### config.mk
export PLATFORM = sky130hd
export DESIGN_NAME = fdnam_regs
export DESIGN_NICKNAME = d
export VERILOG_FILES = /design/src/hw/rtl/assert_macros.svh /design/src/hw/rtl/fdnam_pkg.sv /design/src/hw/rtl/fdnam_regs.sv
export SDC_FILE = /design/constraint.sdc
export NUM_CORES = 1
export LEC_CHECK = 0
export BUFFER_PORTS_ARGS = -buffer_cell sky130_fd_sc_hd__buf_2
export CAP_MARGIN = 20
export CORE_ASPECT_RATIO = 0.5
export CORE_MARGIN = 2
export CORE_UTILIZATION = 39
export CTS_CLUSTER_DIAMETER = 150
export CTS_CLUSTER_SIZE = 20
export DETAILED_ROUTE_END_ITERATION = 12
export PLACE_DENSITY_LB_ADDON = 0.05
export SKIP_CTS_REPAIR_TIMING = 1
export SLEW_MARGIN = 20
export SYNTH_ARGS = -nofsm -noshare
export SYNTH_HDL_FRONTEND = slang
export SYNTH_SLANG_ARGS = --single-unit
export TNS_END_PERCENT = 20
### constraint.sdc
create_clock -name clk -period 2.1 [get_ports clk]
set_input_delay 0.315 -clock clk [delete_from_list [all_inputs] [get_ports clk]]
set_output_delay 0.315 -clock clk [all_outputs]
set_load 0.03 [all_outputs]
### src/hw/rtl/assert_macros.svh
// ----------------------------------------------------------------------------
// Assertion macros
// Shared concurrent assertion forms, clocked on clk and disabled in reset.
// ----------------------------------------------------------------------------
`ifndef ASSERT_MACROS_SVH
`define ASSERT_MACROS_SVH

// Property must hold at every clock edge outside reset
`define FDNAM_ASSERT(label, prop, msg) \
    label: assert property (@(posedge clk) disable iff (!rst_n) (prop)) else $error(msg);

// Condition must never be seen outside reset
`define FDNAM_ASSERT_NEVER(label, cond, msg) \
    label: assert property (@(posedge clk) disable iff (!rst_n) !(cond)) else $error(msg);

`endif

### src/hw/rtl/fdnam_pkg.sv
// ----------------------------------------------------------------------------
// fdnam_pkg
// Types, constants and table functions of the decimating FIR noise/AM mixer.
// ----------------------------------------------------------------------------
package fdnam_pkg;

    // Default structural parameters
    localparam int DEF_TAPS            = 31;
    localparam int DEF_DECIMATION      = 8;
    localparam int DEF_SINE_TABLE_BITS = 8;

    localparam int SAMPLE_W = 16;
    localparam int FIR_W    = 32;

    // Coefficient table (Q1.15); taps past the table weigh zero
    localparam int COEF_COUNT = 31;
    localparam int COEF_IDX_W = $clog2(COEF_COUNT);
    localparam int TAP_IDX_W  = 7;

    localparam logic signed [15:0] COEF_Q15 [COEF_COUNT] = '{
        -16'sd40,   -16'sd58,   -16'sd62,   -16'sd28,   16'sd43,    16'sd125,
        16'sd181,   16'sd154,   16'sd0,     -16'sd261,  -16'sd541,  -16'sd720,
        -16'sd652,  -16'sd217,  16'sd499,   16'sd1443,  16'sd2470,  16'sd3361,
        16'sd3923,  16'sd4033,  16'sd3679,  16'sd2930,  16'sd1903,  16'sd776,
        -16'sd225,  -16'sd799,  -16'sd770,  -16'sd119,  16'sd1008,  16'sd2281,
        16'sd3219
    };

    localparam logic [31:0] LFSR_MASK = 32'h8020_0003;
    localparam logic [16:0] GAIN_ONE  = 17'd32768;

    localparam longint unsigned HALF_PI_Q28 = 64'd421657428;

    // Register map
    localparam int REG_IDX_W  = 2;
    localparam int APB_ADDR_W = REG_IDX_W + 2;

    localparam logic [REG_IDX_W-1:0] REG_NOISE_GAIN    = 2'd0;
    localparam logic [REG_IDX_W-1:0] REG_MOD_DEPTH     = 2'd1;
    localparam logic [REG_IDX_W-1:0] REG_AM_PHASE_STEP = 2'd2;
    localparam logic [REG_IDX_W-1:0] REG_NOISE_SEED    = 2'd3;

    localparam logic [15:0] RST_NOISE_GAIN    = 16'd26214;
    localparam logic [15:0] RST_MOD_DEPTH     = 16'd29491;
    localparam logic [31:0] RST_AM_PHASE_STEP = 32'd4740582;
    localparam logic [31:0] RST_NOISE_SEED    = 32'd1;

    typedef struct packed {
        logic [15:0] noise_gain;
        logic [15:0] mod_depth;
        logic [31:0] am_phase_step;
        logic        seed_load;
        logic [31:0] seed_value;
    } fdnam_cfg_t;

    typedef struct packed {
        logic write;
        logic start;
        logic rd_en;
        logic mul_g;
        logic mul_n;
        logic mix;
        logic rnd;
        logic mul_lo;
        logic mul_hi;
        logic sum;
        logic load_out;
    } fdnam_cmd_t;

    typedef struct packed {
        logic last_tap;
    } fdnam_status_t;

    function automatic logic signed [15:0] coef_at(input logic [TAP_IDX_W-1:0] t);
        logic signed [15:0] c;
        c = '0;
        if (t < TAP_IDX_W'(COEF_COUNT))
            c = COEF_Q15[t[COEF_IDX_W-1:0]];
        return c;
    endfunction

    // One sine entry in Q15: quadrant fold, Taylor series through x^13 in Q28
    function automatic logic signed [15:0] sine_entry(input int unsigned k,
                                                       input int unsigned bits);
        longint unsigned n;
        longint unsigned quarter;
        longint unsigned kk;
        longint unsigned q;
        longint unsigned r;
        longint unsigned x;
        longint unsigned x2;
        longint unsigned term;
        longint unsigned res;
        longint          sum;
        int unsigned     i;
        logic signed [15:0] mag;
        n       = 64'd1 << bits;
        quarter = n >> 2;
        kk      = longint'(k) & (n - 64'd1);
        q       = kk >> (bits - 2);
        r       = kk & (quarter - 64'd1);
        if ((q & 64'd1) != 64'd0)
            r = quarter - r;
        x    = (r * HALF_PI_Q28) >> (bits - 2);
        x2   = (x * x) >> 28;
        term = x;
        sum  = longint'(x);
        for (i = 1; i <= 6; i++) begin
            term = (term * x2) >> 28;
            case (i)
                1:       term = term / 64'd6;
                2:       term = term / 64'd20;
                3:       term = term / 64'd42;
                4:       term = term / 64'd72;
                5:       term = term / 64'd110;
                default: term = term / 64'd156;
            endcase
            if ((i & 1) != 0)
                sum = sum - longint'(term);
            else
                sum = sum + longint'(term);
        end
        if (sum < 0)
            sum = 0;
        res = (longint'(sum) + 64'd4096) >> 13;
        if (res > 64'd32767)
            res = 64'd32767;
        mag = 16'(res);
        return (q >= 64'd2) ? -mag : mag;
    endfunction

endpackage

### src/hw/rtl/fdnam_regs.sv
// ----------------------------------------------------------------------------
// fdnam_regs
// APB register file: noise gain, modulation depth, phase step and noise seed.
// ----------------------------------------------------------------------------
module fdnam_regs
(
    input  logic                             clk,
    input  logic                             rst_n,
    input  logic                             psel,
    input  logic                             penable,
    input  logic                             pwrite,
    input  logic [fdnam_pkg::APB_ADDR_W-1:0] paddr,
    input  logic [31:0]                      pwdata,
    output logic [31:0]                      prdata,
    output logic                             pready,
    output fdnam_pkg::fdnam_cfg_t            cfg
);

    logic [15:0] gain_reg;
    logic [15:0] depth_reg;
    logic [31:0] step_reg;
    logic [31:0] seed_reg;
    logic        wr_en;
    logic [fdnam_pkg::REG_IDX_W-1:0] idx;

    assign pready = 1'b1;
    assign idx    = paddr[fdnam_pkg::APB_ADDR_W-1:2];
    assign wr_en  = psel && penable && pwrite && pready;

    always_ff @(posedge clk or negedge rst_n)
    begin
        if (!rst_n)
        begin
            gain_reg  <= fdnam_pkg::RST_NOISE_GAIN;
            depth_reg <= fdnam_pkg::RST_MOD_DEPTH;
            step_reg  <= fdnam_pkg::RST_AM_PHASE_STEP;
            seed_reg  <= fdnam_pkg::RST_NOISE_SEED;
        end
        else if (wr_en)
        begin
            case (idx)
                fdnam_pkg::REG_NOISE_GAIN:    gain_reg  <= pwdata[15:0];
                fdnam_pkg::REG_MOD_DEPTH:     depth_reg <= pwdata[15:0];
                fdnam_pkg::REG_AM_PHASE_STEP: step_reg  <= pwdata;
                fdnam_pkg::REG_NOISE_SEED:    seed_reg  <= pwdata;
                default:                      ;
            endcase
        end
    end

    always_comb
    begin
        case (idx)
            fdnam_pkg::REG_NOISE_GAIN:    prdata = {16'd0, gain_reg};
            fdnam_pkg::REG_MOD_DEPTH:     prdata = {16'd0, depth_reg};
            fdnam_pkg::REG_AM_PHASE_STEP: prdata = step_reg;
            fdnam_pkg::REG_NOISE_SEED:    prdata = seed_reg;
            default:                      prdata = '0;
        endcase
    end

    // Seed loads the noise generator at the write edge itself
    always_comb
    begin
        cfg.noise_gain    = gain_reg;
        cfg.mod_depth     = depth_reg;
        cfg.am_phase_step = step_reg;
        cfg.seed_load     = wr_en && (idx == fdnam_pkg::REG_NOISE_SEED);
        cfg.seed_value    = pwdata;
    end

endmodule

==> summary.txt, run 1 <==
Synthesis
  – Most common cell in the synthesized netlist: mux2_2
  – Synth cell types: 18
  – Top FF cell, synth: dfrtp_1
  – Async SR Flop Fraction: 100%
  – Post-synth EDFFs: 0
  – Largest area contributor in the netlist: dfrtp_1
  – Synth top area cells: dfrtp_1 (37%), mux2_2 (22%), dfstp_2 (17%), mux4_2 (7.9%), buf_4 (5.9%)
  – Synth warn: 0
  – Cell area after synthesis: 0.00458 mm2
  – Sequential area share after synthesis: 53.2%
  – Cells after synthesis: about 300
  – Top-area cell type share of the netlist area: between 30% and 40%
  – Synth top cells by count: mux2_2 (90), dfrtp_1 (67), buf_4 (36)
  – Synthesized flop and latch total: 96
  – Syn_nets: 338
  – Avg Cell Area, Syn: approximately 15 um2

Worst setup path
  – CP Capture Type: output port
  – Top delay family on crit path: buffers and inverters
  – Setup CP Type: in -> out
  – WP data arrival: 1.50 ns
  – Worst Path Required: roughly 1.8 ns
  – Crit path buffers/inverters: 3
  – Top cell by count, worst path: buf_2
  – CP max stage cell: mux4_2
  – Crit start category: primary input
  – Cells along the critical path: buf_2 -> buf_4 -> mux4_2 -> buf_2
  – Max incr delay on CP: between 0.5 and 0.6 ns
  – CP Max Fanout: 8

Timing
  – Fin. max-slew vios: 0
  – Final setup fails: 0
  – RSZ-0062 raised after global routing: no
  – Min Tclk post-route: around 1.8 ns
  – Worst Tran Pin Value: between 0.5 and 0.6 ns
  – Fin. Hold Viols: 0
  – Final worst slack: 0.289 ns
  – Fmax achieved: 552 MHz
  – Slew HR: between 60% and 70%
  – Aggregate negative setup slack: 0 ns
  – Skew final: 0 ns
  – Period utilisation layout: between 80 and 90%

Routing
  – Vias per cell: a little under 5
  – Number of remaining DRC errors: 0
  – Iter 0 DRT Violations: 73
  – DR WL/cell: 16.6 um
  – Detailed-route wire length: 9.99 mm
  – DR pass1 iterations: 4
  – Post-route ant nets: 0
  – Via count: 2885

Power and ir drop
  – P_sw: 2330 uW
  – Cell Pwr Density: 1150 mW/mm2
  – Sequential share of power: 40.3%
  – Cell Int Power: between 4000 and 5000 uW
  – Leak: ~0.0028 uW
  – Proportion of power drawn by the clock network: 26.0%
  – Combinational power share: between 30% and 40%
  – Peak VDD IR: ~0.00042 V
  – Sw frac: 35.4%

Placement
  – Hpwl dp: between 7 and 8 mm
  – Buffers added on ports: around 170
  – Setup WS pre-CTS: about 0.28 ns
  – Dpl cell area: around 0.0054 mm2
  – Gpl congestion: ~0.7

Layout
  – Fin area: approximately 0.0057 mm2
  – Final nets: around 480
  – Layout cells sized above 1: 75.3%
  – Antenna diodes: 0
  – Final Util: about half
  – Synth-to-layout area growth: 24.7%

Clocking
  – Root buf cell: clkbuf_16
  – H-tree depth: 3
  – CTS clock-pin slew for the worst setup and hold paths: ~0.060 ns
  – CTS Sinks: 96
  – TritonCTS clock tree: built
  – Worst-Skew Late Latency: about 0.33 ns
  – Num CTS Buffers: 9
  – Longest Clk Path Bufs: 2

Floorplan
  – Core footprint: about 0.011 mm2
  – Die height: 80.6 um
  – IO Pins: about 170
  – Die Width: ~160 um
  – Row count: 27
  – Full die area: 0.0127 mm2
  – Starting Density: between 40% and 50%

Global route
  – Initial antenna violation count: 0
  – Gr usage total: between 10% and 20%
  – Number of global-route vias before repair: around 3k
  – Pin count of the biggest net entering global routing: between 90 and 100
  – Gr ovfl total: 0
  – First-pass GRT wire length: 15.7 mm

Job
  – Max-Cap Viols: 0

Status
  – Status: complete, no violations

Worst hold path
  – Hold crit path type: in -> async
## through the flow
step,total power [uW],std cells,hold slack (ns)
finish,6590,601,0.0158
detailed placement,4940,585,0.413
global route,6940,601,0.0547
global placement,4880,585,0.402
CTS,6680,601,0.0500
floorplan,4280,297,0.0194
## layout by cell type (no fill, tap or decap)
cell | synthesis | layout
mux2i_1 | 16 | 16
clkinv_2 | 0 | 1
nand3_2 | 1 | 1
buf_4 | 36 | 8
buf_2 | 5 | 166
nand3b_2 | 1 | 1
mux2_1 | 6 | 6
bufinv_16 | 0 | 2
clkbuf_16 | 0 | 9
buf_12 | 0 | 5
inv_1 | 1 | 1
clkbuf_1 | 3 | 2
nor2b_1 | 16 | 16
and3_4 | 1 | 1
mux2_2 | 90 | 90
and3b_2 | 0 | 1
dfrtp_1 | 67 | 67
mux4_2 | 16 | 16
clkinvlp_4 | 0 | 1
clkinv_4 | 0 | 1
nor3b_4 | 1 | 1
conb_1 | 1 | 1
dfstp_2 | 29 | 29
## cell families after synthesis
family / Yosys count / synth area share, %
multiplexers: 128 / 35.0
AND/OR/NAND/NOR: 21 / 3.50
other: 1 / 0.0818
flip-flops: 96 / 53.2
buffers and inverters: 51 / 8.25
## power by group through the flow
| stage | logic, uW | clock network [uW] | registers (uW) |
|---|---|---|---|
| after floorplan | 1050 | 0 | 3230 |
| after global placement | 2220 | 0 | 2660 |
| after detailed placement | 2250 | 0 | 2700 |
| after CTS | 2250 | 1770 | 2660 |
| after global routing | 2350 | 1860 | 2730 |
| final | 2220 | 1710 | 2660 |
## cell type report
class / instances / area [um2]
Sequential cell: 96 / 2440
Inverter: 1 / 3.75
Timing Repair Buffer: 179 / 991
Multi-Input combinational cell: 150 / 1770
Fill cell: 1015 / 5500
Clock inverter: 5 / 81.3
Tap cell: 159 / 199
Clock buffer: 11 / 233
## final timing paths
kind                                                from                        end  cells past startpoint  slack (ns)
worst min-delay path                               rst_n    seed_reg[5]$_DFFE_PN0P_                      2        0.02
worst min register to register  seed_reg[13]$_DFFE_PN0P_   seed_reg[13]$_DFFE_PN0P_                      1        0.50
min in group clk                              pwdata[25]   seed_reg[25]$_DFFE_PN0P_                      2        0.23
worst max register to register   step_reg[9]$_DFFE_PN0P_    step_reg[9]$_DFFE_PN0P_                      1        1.30
worst max-delay path                            paddr[2]                 prdata[11]                      4        0.29
max in group asynchronous                          rst_n  depth_reg[14]$_DFFE_PN1P_                      2        1.65
## layer usage
| layer | GRT usage, % | part of all wire, % | up-vias |
|---|---|---|---|
| met5 | 0 | 0 | - |
| met1 | 20.2 | 44 | 1472 |
| met2 | 27.5 | 49 | 104 |
| met4 | 3.00 | 0.51 | 0 |
| met3 | 5.56 | 6.9 | 5 |
| li1 | - | - | 1304 |
No activity file was read; power rests on OpenSTA's default activity.
==> run 2: changes to the inputs <==
Settings changed: CELL_PAD_IN_SITES_DETAIL_PLACEMENT from default to 0, CELL_PAD_IN_SITES_GLOBAL_PLACEMENT from default to 1, SLEW_MARGIN 20 to 25.
==> run 2 against run 1 <==
  * Sequential power is essentially flat
  * Sequential share of layout area is 0.17 points higher
  * Combinational power hardly changed
  * Critical path depth is the same
  * Wire length increased by 6.9%
  * Clock power down 5%
  * Die area unchanged
  * Via count grew 0.76%
  * Hold slack better by 0.21 ns
  * Global-route usage up 1.1 points
  * Largest cell class unchanged
  * Largest power group unchanged
==> summary.txt, run 2 (synthesis results as in run 1) <==
Routing
  – Iter 0 DRT Violations: approximately 140
  – Vias per cell: 4.80
  – DR WL/cell: between 15 and 20 um
  – Detailed-route wire length: 10.7 mm
  – Number of remaining DRC errors: 0
  – Via count: about 2.9k
  – Post-route ant nets: 0
  – DR pass1 iterations: 4

Worst setup path
  – Crit start category: primary input
  – Setup CP Type: in -> out
  – Cells along the critical path: buf_2 -> buf_4 -> mux4_2 -> buf_2
  – WP data arrival: around 1.5 ns
  – CP Capture Type: output port
  – Top cell by count, worst path: buf_2
  – Worst r2r path cells: 1
  – Max incr delay on CP: 0.52 ns
  – Worst Path Required: around 1.8 ns
  – CP Max Fanout: 8
  – RR Endpoint: step_reg[30]$_DFFE_PN0P_
  – CP max stage cell: mux4_2
  – R2r setup slk: between 1 and 1.5 ns
  – Reg-to-reg startpoint: step_reg[30]$_DFFE_PN0P_

Layout
  – Layout cells sized above 1: 75.6%
  – Fin area: 0.00569 mm2
  – Synth-to-layout area growth: 24.2%
  – Final Util: roughly 51%
  – Final nets: a little under 500
  – Most common cell after layout, fill and taps aside: buf_2
  – Antenna diodes: 0
  – Leading cell types in the layout, fill and taps excluded: buf_2 (166), mux2_2 (90), dfrtp_1 (67), dfstp_2 (29)

Global route
  – Met1 usage: about a fifth
  – Met2 Use GR: about 31%
  – Initial antenna violation count: 0
  – Most Crowded Layer GR: met2
  – Gr ovfl total: 0
  – Number of global-route vias before repair: 3121
  – Met3 Track Usage GR: between 5 and 6%
  – Pin count of the biggest net entering global routing: 55
  – First-pass GRT wire length: approximately 16 mm
  – Gr usage total: about 17%

Timing
  – Fin. Hold Viols: 0
  – Fmax achieved: 551 MHz
  – RSZ-0062 raised after global routing: no
  – Min Tclk post-route: approximately 1.8 ns
  – Fin. max-slew vios: 0
  – Worst Tran Pin Value: around 0.6 ns
  – Period utilisation layout: between 80% and 90%
  – Final setup fails: 0
  – Skew final: 0 ns
  – Slew HR: between 50% and 60%
  – Aggregate negative setup slack: 0 ns

Worst hold path
  – Hold_sp: pwdata[24]
  – Hold Crit Depth: 2
  – WHS Endpoint: step_reg[24]$_DFFE_PN0P_
  – Hold crit path type: in -> reg

Clocking
  – Worst-Skew Late Latency: approximately 0.33 ns
  – Root buf cell: clkbuf_16
  – CTS Sinks: 96
  – Num CTS Buffers: 9
  – Longest Clk Path Bufs: 2
  – H-tree depth: 3
  – TritonCTS clock tree: built
  – CTS clock-pin slew for the worst setup and hold paths: about 0.07 ns

Placement
  – Gpl congestion: 0.701
  – Dpl cell area: about 0.0054 mm2
  – Hpwl dp: 7.65 mm
  – Buffers added on ports: 167

Job
  – Max-Cap Viols: 0

Floorplan
  – IO Pins: ~170
  – Row count: 27
  – Die Width: ~160 um
  – Die height: a little over 80 um
  – Core footprint: ~0.011 mm2
  – Full die area: approximately 0.013 mm2
  – Starting Density: about two fifths

Power and ir drop
  – Peak VDD IR: between 0.0004 and 0.0005 V
  – Final Total Pwr: roughly 6500 uW
  – Cell Pwr Density: ~1100 mW/mm2
  – Leak: ~0.0027 uW

Status
  – Status: complete, no violations
[run 2: metal layers]
| layer | routed length (um) | share of wire [%] |
|---|---|---|
| met4 | 78 | 0.73 |
| met5 | 0 | 0 |
| met3 | 709 | 6.6 |
| met2 | 5280 | 49 |
| met1 | 4610 | 43 |
[run 2: power by group]
group          internal [uW]  switching [uW]  total [uW]
sequential              2380             278        2650
combinational            836            1400        2240
clock                    928             707        1630
total                   4140            2390        6530
[run 2: worst max-delay path by stage]
stage	from	endpoint	slack, ns	cells after the start
floorplan	paddr[2]	prdata[0]	0.37	3
global placement	paddr[2]	prdata[9]	0.24	4
detailed placement	paddr[3]	seed_reg[4]$_DFFE_PN0P_	0.25	4
CTS	paddr[2]	prdata[15]	0.25	4
global route	paddr[2]	prdata[9]	0.21	4
finish	paddr[2]	prdata[9]	0.29	4
[run 2: layout make-up]
class | instances | area [um2]
Sequential cell | 96 | 2440
Fill cell | 995 | 5530
Inverter | 1 | 3.75
Timing Repair Buffer | 183 | 986
Clock inverter | 6 | 67.6
Clock buffer | 10 | 229
Tap cell | 159 | 199
Multi-Input combinational cell | 150 | 1770
[run 2: metrics by stage]
step,setup slack [ns],hold slack (ns),std cells
after floorplan,0.369,0.0194,297
after global placement,0.239,0.205,588
after detailed placement,0.249,0.214,588
after CTS,0.254,-0.155,604
after global routing,0.205,0.219,605
final,0.287,0.227,605
[run 2: critical path: cells and delay by family]
family | cells | cell delay (ns)
buffers and inverters | 3 | 0.65
muxes | 1 | 0.52
