## config.mk

```make
export PLATFORM = sky130hd
export DESIGN_NAME = fdnam_ctrl
export DESIGN_NICKNAME = d
export VERILOG_FILES = /design/src/hw/rtl/fdnam_pkg.sv /design/src/hw/rtl/fdnam_ctrl.sv
export VERILOG_INCLUDE_DIRS = /design/src /design/src/hw/rtl
export SDC_FILE = /design/constraint.sdc
export NUM_CORES = 1
export LEC_CHECK = 0
export BUFFER_PORTS_ARGS = -buffer_cell sky130_fd_sc_hd__buf_2
export CORE_AREA = 2 2 39 41
export CTS_BUF_LIST = sky130_fd_sc_hd__clkbuf_16
export DETAILED_ROUTE_END_ITERATION = 12
export DIE_AREA = 0 0 41 43
export PLACE_DENSITY = 0.7
export RECOVER_POWER = 100
export SLEW_MARGIN = 15
export SYNTH_ARGS = -nofsm -noshare
export SYNTH_HDL_FRONTEND = slang
export SYNTH_SLANG_ARGS = --single-unit
```

## constraint.sdc

```tcl
create_clock -name clk -period 1.85 [get_ports clk]
set_input_delay 0.185 -clock clk [delete_from_list [all_inputs] [get_ports clk]]
set_output_delay 0.185 -clock clk [all_outputs]
set_load 0.005 [all_outputs]
```

## src/hw/rtl/assert_macros.svh

```systemverilog
// ----------------------------------------------------------------------------
// Assertion macros
// Shared concurrent assertion forms, clocked on clk and disabled in reset.
// ----------------------------------------------------------------------------
`ifndef ASSERT_MACROS_SVH
`define ASSERT_MACROS_SVH

// Property must hold at every clock edge outside reset
`define FDNAM_ASSERT(label, prop, msg) \
    label: assert property (@(posedge clk) disable iff (!rst_n) (prop)) else $error(msg);

// Condition must never be seen outside reset
`define FDNAM_ASSERT_NEVER(label, cond, msg) \
    label: assert property (@(posedge clk) disable iff (!rst_n) !(cond)) else $error(msg);

`endif

```

## src/hw/rtl/fdnam_pkg.sv

```systemverilog
// ----------------------------------------------------------------------------
// fdnam_pkg
// Types, constants and table functions of the decimating FIR noise/AM mixer.
// ----------------------------------------------------------------------------
package fdnam_pkg;

    // Default structural parameters
    localparam int DEF_TAPS            = 31;
    localparam int DEF_DECIMATION      = 8;
    localparam int DEF_SINE_TABLE_BITS = 8;

    localparam int SAMPLE_W = 16;
    localparam int FIR_W    = 32;

    // Coefficient table (Q1.15); taps past the table weigh zero
    localparam int COEF_COUNT = 31;
    localparam int COEF_IDX_W = $clog2(COEF_COUNT);
    localparam int TAP_IDX_W  = 7;

    localparam logic signed [15:0] COEF_Q15 [COEF_COUNT] = '{
        -16'sd40,   -16'sd58,   -16'sd62,   -16'sd28,   16'sd43,    16'sd125,
        16'sd181,   16'sd154,   16'sd0,     -16'sd261,  -16'sd541,  -16'sd720,
        -16'sd652,  -16'sd217,  16'sd499,   16'sd1443,  16'sd2470,  16'sd3361,
        16'sd3923,  16'sd4033,  16'sd3679,  16'sd2930,  16'sd1903,  16'sd776,
        -16'sd225,  -16'sd799,  -16'sd770,  -16'sd119,  16'sd1008,  16'sd2281,
        16'sd3219
    };

    localparam logic [31:0] LFSR_MASK = 32'h8020_0003;
    localparam logic [16:0] GAIN_ONE  = 17'd32768;

    localparam longint unsigned HALF_PI_Q28 = 64'd421657428;

    // Register map
    localparam int REG_IDX_W  = 2;
    localparam int APB_ADDR_W = REG_IDX_W + 2;

    localparam logic [REG_IDX_W-1:0] REG_NOISE_GAIN    = 2'd0;
    localparam logic [REG_IDX_W-1:0] REG_MOD_DEPTH     = 2'd1;
    localparam logic [REG_IDX_W-1:0] REG_AM_PHASE_STEP = 2'd2;
    localparam logic [REG_IDX_W-1:0] REG_NOISE_SEED    = 2'd3;

    localparam logic [15:0] RST_NOISE_GAIN    = 16'd26214;
    localparam logic [15:0] RST_MOD_DEPTH     = 16'd29491;
    localparam logic [31:0] RST_AM_PHASE_STEP = 32'd4740582;
    localparam logic [31:0] RST_NOISE_SEED    = 32'd1;

    typedef struct packed {
        logic [15:0] noise_gain;
        logic [15:0] mod_depth;
        logic [31:0] am_phase_step;
        logic        seed_load;
        logic [31:0] seed_value;
    } fdnam_cfg_t;

    typedef struct packed {
        logic write;
        logic start;
        logic rd_en;
        logic mul_g;
        logic mul_n;
        logic mix;
        logic rnd;
        logic mul_lo;
        logic mul_hi;
        logic sum;
        logic load_out;
    } fdnam_cmd_t;

    typedef struct packed {
        logic last_tap;
    } fdnam_status_t;

    function automatic logic signed [15:0] coef_at(input logic [TAP_IDX_W-1:0] t);
        logic signed [15:0] c;
        c = '0;
        if (t < TAP_IDX_W'(COEF_COUNT))
            c = COEF_Q15[t[COEF_IDX_W-1:0]];
        return c;
    endfunction

    // One sine entry in Q15: quadrant fold, Taylor series through x^13 in Q28
    function automatic logic signed [15:0] sine_entry(input int unsigned k,
                                                       input int unsigned bits);
        longint unsigned n;
        longint unsigned quarter;
        longint unsigned kk;
        longint unsigned q;
        longint unsigned r;
        longint unsigned x;
        longint unsigned x2;
        longint unsigned term;
        longint unsigned res;
        longint          sum;
        int unsigned     i;
        logic signed [15:0] mag;
        n       = 64'd1 << bits;
        quarter = n >> 2;
        kk      = longint'(k) & (n - 64'd1);
        q       = kk >> (bits - 2);
        r       = kk & (quarter - 64'd1);
        if ((q & 64'd1) != 64'd0)
            r = quarter - r;
        x    = (r * HALF_PI_Q28) >> (bits - 2);
        x2   = (x * x) >> 28;
        term = x;
        sum  = longint'(x);
        for (i = 1; i <= 6; i++) begin
            term = (term * x2) >> 28;
            case (i)
                1:       term = term / 64'd6;
                2:       term = term / 64'd20;
                3:       term = term / 64'd42;
                4:       term = term / 64'd72;
                5:       term = term / 64'd110;
                default: term = term / 64'd156;
            endcase
            if ((i & 1) != 0)
                sum = sum - longint'(term);
            else
                sum = sum + longint'(term);
        end
        if (sum < 0)
            sum = 0;
        res = (longint'(sum) + 64'd4096) >> 13;
        if (res > 64'd32767)
            res = 64'd32767;
        mag = 16'(res);
        return (q >= 64'd2) ? -mag : mag;
    endfunction

endpackage

```

## src/hw/rtl/fdnam_ctrl.sv

```systemverilog
// ----------------------------------------------------------------------------
// fdnam_ctrl
// Sequencer: decimation count, tap walk, arithmetic steps and output valid.
// ----------------------------------------------------------------------------
`include "assert_macros.svh"

module fdnam_ctrl
#(
    parameter int DECIMATION = fdnam_pkg::DEF_DECIMATION
)
(
    input  logic                     clk,
    input  logic                     rst_n,
    input  logic                     in_valid,
    output logic                     in_ready,
    output logic                     out_valid,
    input  logic                     out_ready,
    input  fdnam_pkg::fdnam_status_t status,
    output fdnam_pkg::fdnam_cmd_t    cmd
);

    localparam int DEC_W = (DECIMATION > 1) ? $clog2(DECIMATION) : 1;
    localparam logic [DEC_W-1:0] LAST_DEC = DEC_W'(DECIMATION - 1);

    localparam logic [3:0] S_IDLE   = 4'd0;
    localparam logic [3:0] S_MAC    = 4'd1;
    localparam logic [3:0] S_DRAIN0 = 4'd2;
    localparam logic [3:0] S_DRAIN1 = 4'd3;
    localparam logic [3:0] S_MULG   = 4'd4;
    localparam logic [3:0] S_MULN   = 4'd5;
    localparam logic [3:0] S_MIX    = 4'd6;
    localparam logic [3:0] S_RND    = 4'd7;
    localparam logic [3:0] S_MULLO  = 4'd8;
    localparam logic [3:0] S_MULHI  = 4'd9;
    localparam logic [3:0] S_SUM    = 4'd10;
    localparam logic [3:0] S_OUT    = 4'd11;

    logic [3:0]       state_reg;
    logic [3:0]       state_next;
    logic [DEC_W-1:0] dec_reg;
    logic [DEC_W-1:0] dec_next;
    logic             out_valid_reg;
    logic             out_valid_next;
    logic             accept;

    assign in_ready  = (state_reg == S_IDLE);
    assign accept    = in_valid && in_ready;
    assign out_valid = out_valid_reg;

    always_comb
    begin
        state_next     = state_reg;
        dec_next       = dec_reg;
        out_valid_next = out_valid_reg && !out_ready;
        cmd            = '0;
        cmd.write      = accept;
        case (state_reg)
            S_IDLE:
            begin
                if (accept)
                begin
                    dec_next = (dec_reg == LAST_DEC) ? '0 : dec_reg + 1'b1;
                    if (dec_reg == '0)
                    begin
                        cmd.start  = 1'b1;
                        state_next = S_MAC;
                    end
                end
            end
            S_MAC:
            begin
                cmd.rd_en = 1'b1;
                if (status.last_tap)
                    state_next = S_DRAIN0;
            end
            // let the last products reach the accumulator
            S_DRAIN0: state_next = S_DRAIN1;
            S_DRAIN1: state_next = S_MULG;
            S_MULG:
            begin
                cmd.mul_g  = 1'b1;
                state_next = S_MULN;
            end
            S_MULN:
            begin
                cmd.mul_n  = 1'b1;
                state_next = S_MIX;
            end
            S_MIX:
            begin
                cmd.mix    = 1'b1;
                state_next = S_RND;
            end
            S_RND:
            begin
                cmd.rnd    = 1'b1;
                state_next = S_MULLO;
            end
            S_MULLO:
            begin
                cmd.mul_lo = 1'b1;
                state_next = S_MULHI;
            end
            S_MULHI:
            begin
                cmd.mul_hi = 1'b1;
                state_next = S_SUM;
            end
            S_SUM:
            begin
                cmd.sum    = 1'b1;
                state_next = S_OUT;
            end
            S_OUT:
            begin
                // hold until the output register frees up
                if (!out_valid_reg || out_ready)
                begin
                    cmd.load_out   = 1'b1;
                    out_valid_next = 1'b1;
                    state_next     = S_IDLE;
                end
            end
            default: state_next = S_IDLE;
        endcase
    end

    always_ff @(posedge clk or negedge rst_n)
    begin
        if (!rst_n)
        begin
            state_reg     <= S_IDLE;
            dec_reg       <= '0;
            out_valid_reg <= 1'b0;
        end
        else
        begin
            state_reg     <= state_next;
            dec_reg       <= dec_next;
            out_valid_reg <= out_valid_next;
        end
    end

    `FDNAM_ASSERT(a_start_to_mac, cmd.start |=> (state_reg == S_MAC), "group head did not start MAC")
    `FDNAM_ASSERT(a_load_has_room, cmd.load_out |-> (!out_valid_reg || out_ready), "output overwritten")
    `FDNAM_ASSERT_NEVER(a_dec_range, dec_reg > LAST_DEC, "decimation count out of range")

endmodule
```

==> flow_summary.ini, run 1 <==
[logic_synthesis]
netlist_area_um2 = 554
syn_inst = 59
syn-num-nets = 67
synthTopCellsByCount = nor2_1 (9), dfrtp_1 (8), nor3_1 (4)
avgSynthCellArea_um2 = 9.39
yosysSeqAreaShare_pct = 36.1
synthFlopType = dfrtp_1
synth_enable_flop_cells = 0
synth_largest_area_cell = dfrtp_1
yosys.area.top_type_share_pct = 36.1
synth_area_leaders = dfrtp_1 (36%), mux2_4 (8.1%), ha_1 (6.8%)
yosysMostFrequentCell = nor2_1
postSynth.asyncResetShare_pct = 100
ys_ff_latch = 8
ys_warn_count = 0
synth.distinct_cells = 27

[pwr]
p_leak_nw = 0.331
power.density_nw_per_um2 = 1720
vdd_ir_drop_max_mv = 0.981
report.power.total_mw = 1.19

[timing]
min_period_ns = 1.77
tns_ns = 0
hold_viol_final = 0
maxSlewHeadroom_pct = 72.4
maxSlewViolCount = 0
setup_ws_ns = 0.0816
rsz0062_at_grt = no
fin_skew_ns = 0.00331
worst_slew_pin_slew_ns = 0.414
setup_viol = 0
timing.fmax_ghz = 0.565
period_share_pct = 95.6

[drt]
drt_iter0_drc = 1
drc_errors = 0
wl_per_cell_um = 11.3
drt_pass1_iterations = 2
wirelength_mm = 1.03
ant_nets = 0
vias = 439
routed_via_density = 4.82

[cts]
htree_levels = 1
postCtsSetupBuffers = 0
clockBufferDepth = 2
clock-sinks = 8
cts_made_buffers = 3
cts_root_buf = clkbuf_16
clock_latency_ns = 0.23
cts_tree = done
path_clk_slew_ns = 0.04

[floorplan]
rows = 14
die_w_um = 41
die_area_um2 = 1760
core_um2 = 1380
ioPinCount = 18
start_util_pct = 40.1
dieHeight_um = 43

[critical_path]
worstPathMaxFanout = 10
crit_required_ns = 1.66
path_class = register to output port
critPathCaptureType = output port
slowest_stage = dfrtp_1
crit_arrival_ns = 1.58
crit_chain = nor4_4 > nand2_4 > nor3b_1 > buf_2
cpPeakStageDelay_ns = 0.49
start_kind = register

[run]
maxCapViolations = 0

[final_layout]
largest_reg_flops = 4
design_area_um2 = 693
drive_gt1_share_pct = 20.0
fill_cells = 152
syn_to_final_growth_pct = 25.1
final_nets = 85
num_antenna_cells = 0
utilization_pct = 50.1

[global_routing]
top_usage_layer = met2
grtUsageMet3_pct = 3.14
grt_util_met1_pct = 19.3
grt_pass1_vias = 385
met2_usage_pct = 21.6
grt_max_degree = 12
grt_usage_pct = 15.0
grt_overflow_total = 0
grt_pass1_wl_mm = 1.72
antenna_found_initial = 0

[status]
outcome = complete, no violations

[placed_design]
dpl_cell_area_um2 = 626
io_buffers = 17
gp_congestion = 0.674
hpwl_um = 788
pre_cts_slack_ns = 0.330

[hold_path]
hp-class = input port to register
[cell usage in the layout, fill, tap and decap left out, types with 2 or more instances in the layout]
cell / netlist / routed
nor2_1: 9 / 9
buf_2: 0 / 4
nor3_1: 4 / 4
inv_1: 3 / 3
mux2_4: 3 / 2
ha_1: 3 / 3
dfrtp_1: 8 / 8
nand2b_1: 3 / 3
clkbuf_16: 0 / 3
clkbuf_2: 0 / 2
clkbuf_1: 2 / 11
nand2_1: 3 / 3
o21ai_0: 2 / 2
nand3b_1: 2 / 2
[power breakdown]
| part | total (mW) | switching (mW) | internal (mW) | leakage, nW |
|---|---|---|---|---|
| Sequential | 0.410 | 0.156 | 0.254 | 0.0995 |
| Combinational | 0.421 | 0.193 | 0.228 | 0.195 |
| Clock | 0.363 | 0.0848 | 0.279 | 0.0370 |
[routing by layer]
metal	wire length, µm	part of all wire (%)	vias to the layer above
met5	0	0	-
met3	68	6.6	2
li1	-	-	231
met4	25	2.4	0
met2	472	46	15
met1	464	45	191
[final cells by class]
| cell class | instances | area [µm²] | area share [%] |
|---|---|---|---|
| sequential | 8 | 200 | 28.9 |
| clock buffer | 3 | 75.1 | 10.8 |
| tap | 16 | 20.0 | 2.89 |
| inverter | 3 | 11.3 | 1.62 |
| timing repair buffer | 18 | 81.3 | 11.7 |
| multi-input combinational | 43 | 305 | 44.0 |
[logic make-up after synthesis]
family,count (synthesis),share of synthesized area [%]
adder cells (fa/ha/maj),3,6.77
AND/OR/NAND/NOR,31,33.9
buffers and inverters,8,8.13
flip-flops,8,36.1
multiplexers,3,8.13
XOR/XNOR,1,1.58
AO/OA/AOI/OAI,5,5.42
[critical path, delay by kind of cell, from the launching register on]
kind	cells	cell delay [ns]
flip-flops	1	0.49
AND/OR/NAND/NOR	3	0.72
buffers and inverters	1	0.14
[through the flow]
stage / instances / hold WS [ns]
detailed placement: 87 / 0.0365
finish: 91 / 0.252
CTS: 91 / 0.255
floorplan: 59 / -0.111
global route: 91 / 0.273
global placement: 87 / 0.0405
[final timing paths]
check	slack, ns	endpoint	depth (start not counted)	start
min in group asynchronous	0.39	state_reg[0]	2	rst_n
max in group asynchronous	1.16	state_reg[1]	2	rst_n
worst min register to register	0.53	dec_reg[1]	1	dec_reg[1]
worst min-delay path	0.25	state_reg[0]	3	in_valid
worst max-delay path	0.08	cmd[9]	4	state_reg[2]
worst max register to register	0.36	dec_reg[1]	3	state_reg[2]
[repair_timing]
| item | CTS | global route |
|---|---|---|
| endpoints found under the hold margin | 8 | 0 |
| hold buffers | 1 | 0 |
| gates resized for setup | 0 | 0 |
(Power assumes the default switching activity.)
==> run 2: changes to the inputs <==
--- a/config.mk
+++ b/config.mk
@@ -11,7 +11,7 @@
 export CTS_BUF_LIST = sky130_fd_sc_hd__clkbuf_16
 export DETAILED_ROUTE_END_ITERATION = 12
 export DIE_AREA = 0 0 41 43
-export PLACE_DENSITY = 0.7
+export PLACE_DENSITY = 0.68
 export RECOVER_POWER = 100
 export SLEW_MARGIN = 15
 export SYNTH_ARGS = -nofsm -noshare
==> constraint.sdc (replaced) <==
create_clock -name clk -period 1.85 [get_ports clk]
set_input_delay 0.2775 -clock clk [delete_from_list [all_inputs] [get_ports clk]]
set_output_delay 0.2775 -clock clk [all_outputs]
set_load 0.005 [all_outputs]
==> run 2 against run 1 <==
Die area stayed put. Cell count is 5.5% higher. Worst setup slack better by 0.059 ns. Fmax is 3.4% higher. First-iteration DRC count grew to 3.0 times the previous value. Worst hold slack better by 0.11 ns. Sequential share of layout area is 1.2 points lower. Utilization is 2.4 points higher. Non-clock buffer count is 5 higher. Wire length is 1.5% higher. Via count is 4.1% higher. Power is 5.1% higher. Largest power group unchanged.
==> flow_summary.ini, run 2 (synthesized netlist as in run 1, its figures left out) <==
[timing]
setup_viol = 0
worst_slew_pin_slew_ns = 0.427
hold_viol_final = 0
fin_skew_ns = 0.000755
maxSlewViolCount = 0
hold_slack_ns = 0.358
timing.fmax_ghz = 0.585
min_period_ns = 1.71
tns_ns = 0
rsz0062_at_grt = no
period_share_pct = 92.4
maxSlewHeadroom_pct = 71.5
setup_ws_ns = 0.140

[critical_path]
path_class = register to output port
cpPeakStageDelay_ns = 0.40
start_kind = register
reg2reg_from = state_reg[2]
worstPathMaxFanout = 5
slowest_stage = dfrtp_1
crit_chain = nor4_4 > nand2_4 > nor3b_1 > clkbuf_1
critPathCaptureType = output port
reg2reg_to = dec_reg[1]
crit_required_ns = 1.57
crit_arrival_ns = 1.43
rrSetupSlack_ns = 0.51
rr_worst_depth = 3

[drt]
wl_per_cell_um = 10.9
drc_errors = 0
ant_nets = 0
routed_via_density = 4.76
drt_pass1_iterations = 2
vias = 457
wirelength_mm = 1.05
drt_iter0_drc = 3

[global_routing]
grt_pass1_wl_mm = 1.61
grt_max_degree = 12
grt_usage_pct = 13.8
grt_overflow_total = 0
antenna_found_initial = 0
grt_pass1_vias = 387

[final_layout]
final_common_cell = clkbuf_1
most-common-layout-cells = clkbuf_1 (13), nor2_1 (9), dfrtp_1 (7)
drive_gt1_share_pct = 23.8
final_cells = 96
final_nets = 90
seqCellArea_um2 = 201
syn_to_final_growth_pct = 31.2
largest_reg_flops = 4
utilization_pct = 52.5
num_antenna_cells = 0
fill_cells = 145
multi_input_area_um2 = 305

[pwr]
vdd_ir_drop_max_mv = 0.836
power.density_nw_per_um2 = 1730
p_leak_nw = 0.347

[floorplan]
core_um2 = 1380
start_util_pct = 40.1
rows = 14
die_area_um2 = 1760
ioPinCount = 18
die_w_um = 41
dieHeight_um = 43

[cts]
cts_tree = done
htree_levels = 1
clock_latency_ns = 0.23
cts_made_buffers = 3
clockBufferDepth = 2
path_clk_slew_ns = 0.04
cts_root_buf = clkbuf_16
clock-sinks = 8

[hold_path]
hold_start = in_valid
whs_path_depth = 3
hp-class = input port to register
holdPathEnd = state_reg[0]

[run]
maxCapViolations = 0

[placed_design]
pre_cts_slack_ns = 0.276
gp_congestion = 0.700
hpwl_um = 803
io_buffers = 17
dp_cells = 89

[status]
outcome = complete, no violations
==> run 2: per-layer routing <==
metal	track usage [%]	up-vias	wire length (µm)
li1	-	238	-
met1	17.8	205	459
met2	20.3	12	518
met3	3.14	2	59
met4	8.00	0	9
met5	0	-	0
==> run 2: area by class of cell <==
cell class              count  share of cell area [%]
multi-input cells          43                    42.0
flip-flops and latches      8                    27.7
repair buffers             23                    15.7
clock buffers               3                    10.3
well taps                  16                    2.75
inverters                   3                    1.55
==> run 2: power by group <==
part           switching [mW]  internal [mW]  total, mW
Sequential             0.0880          0.258      0.346
Combinational           0.272          0.283      0.555
Clock                  0.0759          0.278      0.354
Total                   0.436          0.819       1.25
==> run 2: worst max-delay path, delay by kind of cell (launching register included) <==
| kind | cells | cell delay, ns |
|---|---|---|
| buffers and inverters | 1 | 0.13 |
| AND/OR/NAND/NOR | 3 | 0.69 |
| flip-flops | 1 | 0.40 |
==> run 2: worst max path at each step <==
stage | from | end | slack, ns | cells past startpoint
6_report | state_reg[2] | cmd[9] | 0.14 | 4
3_3_place_gp | state_reg[3] | cmd[9] | 0.30 | 4
2_1_floorplan | state_reg[2] | cmd[9] | 0.38 | 4
5_1_grt | state_reg[2] | cmd[9] | 0.03 | 4
4_1_cts | state_reg[3] | cmd[9] | 0.02 | 4
3_5_place_dp | state_reg[3] | cmd[9] | 0.28 | 4
==> run 2: through the flow <==
step / power [mW] / cell area, µm²
after floorplan: 0.765 / 554
after global placement: 0.882 / 641
after detailed placement: 0.898 / 641
after CTS: 1.26 / 726
after global routing: 1.36 / 727
final: 1.25 / 727
==> run 2: what timing repair did <==
item / CTS / global route
gates resized for setup: 0 / 1
endpoints found under the setup margin: 0 / 1
buffers inserted: 0 / 3
hold buffers: 1 / 0
endpoints found under the hold margin: 8 / 0
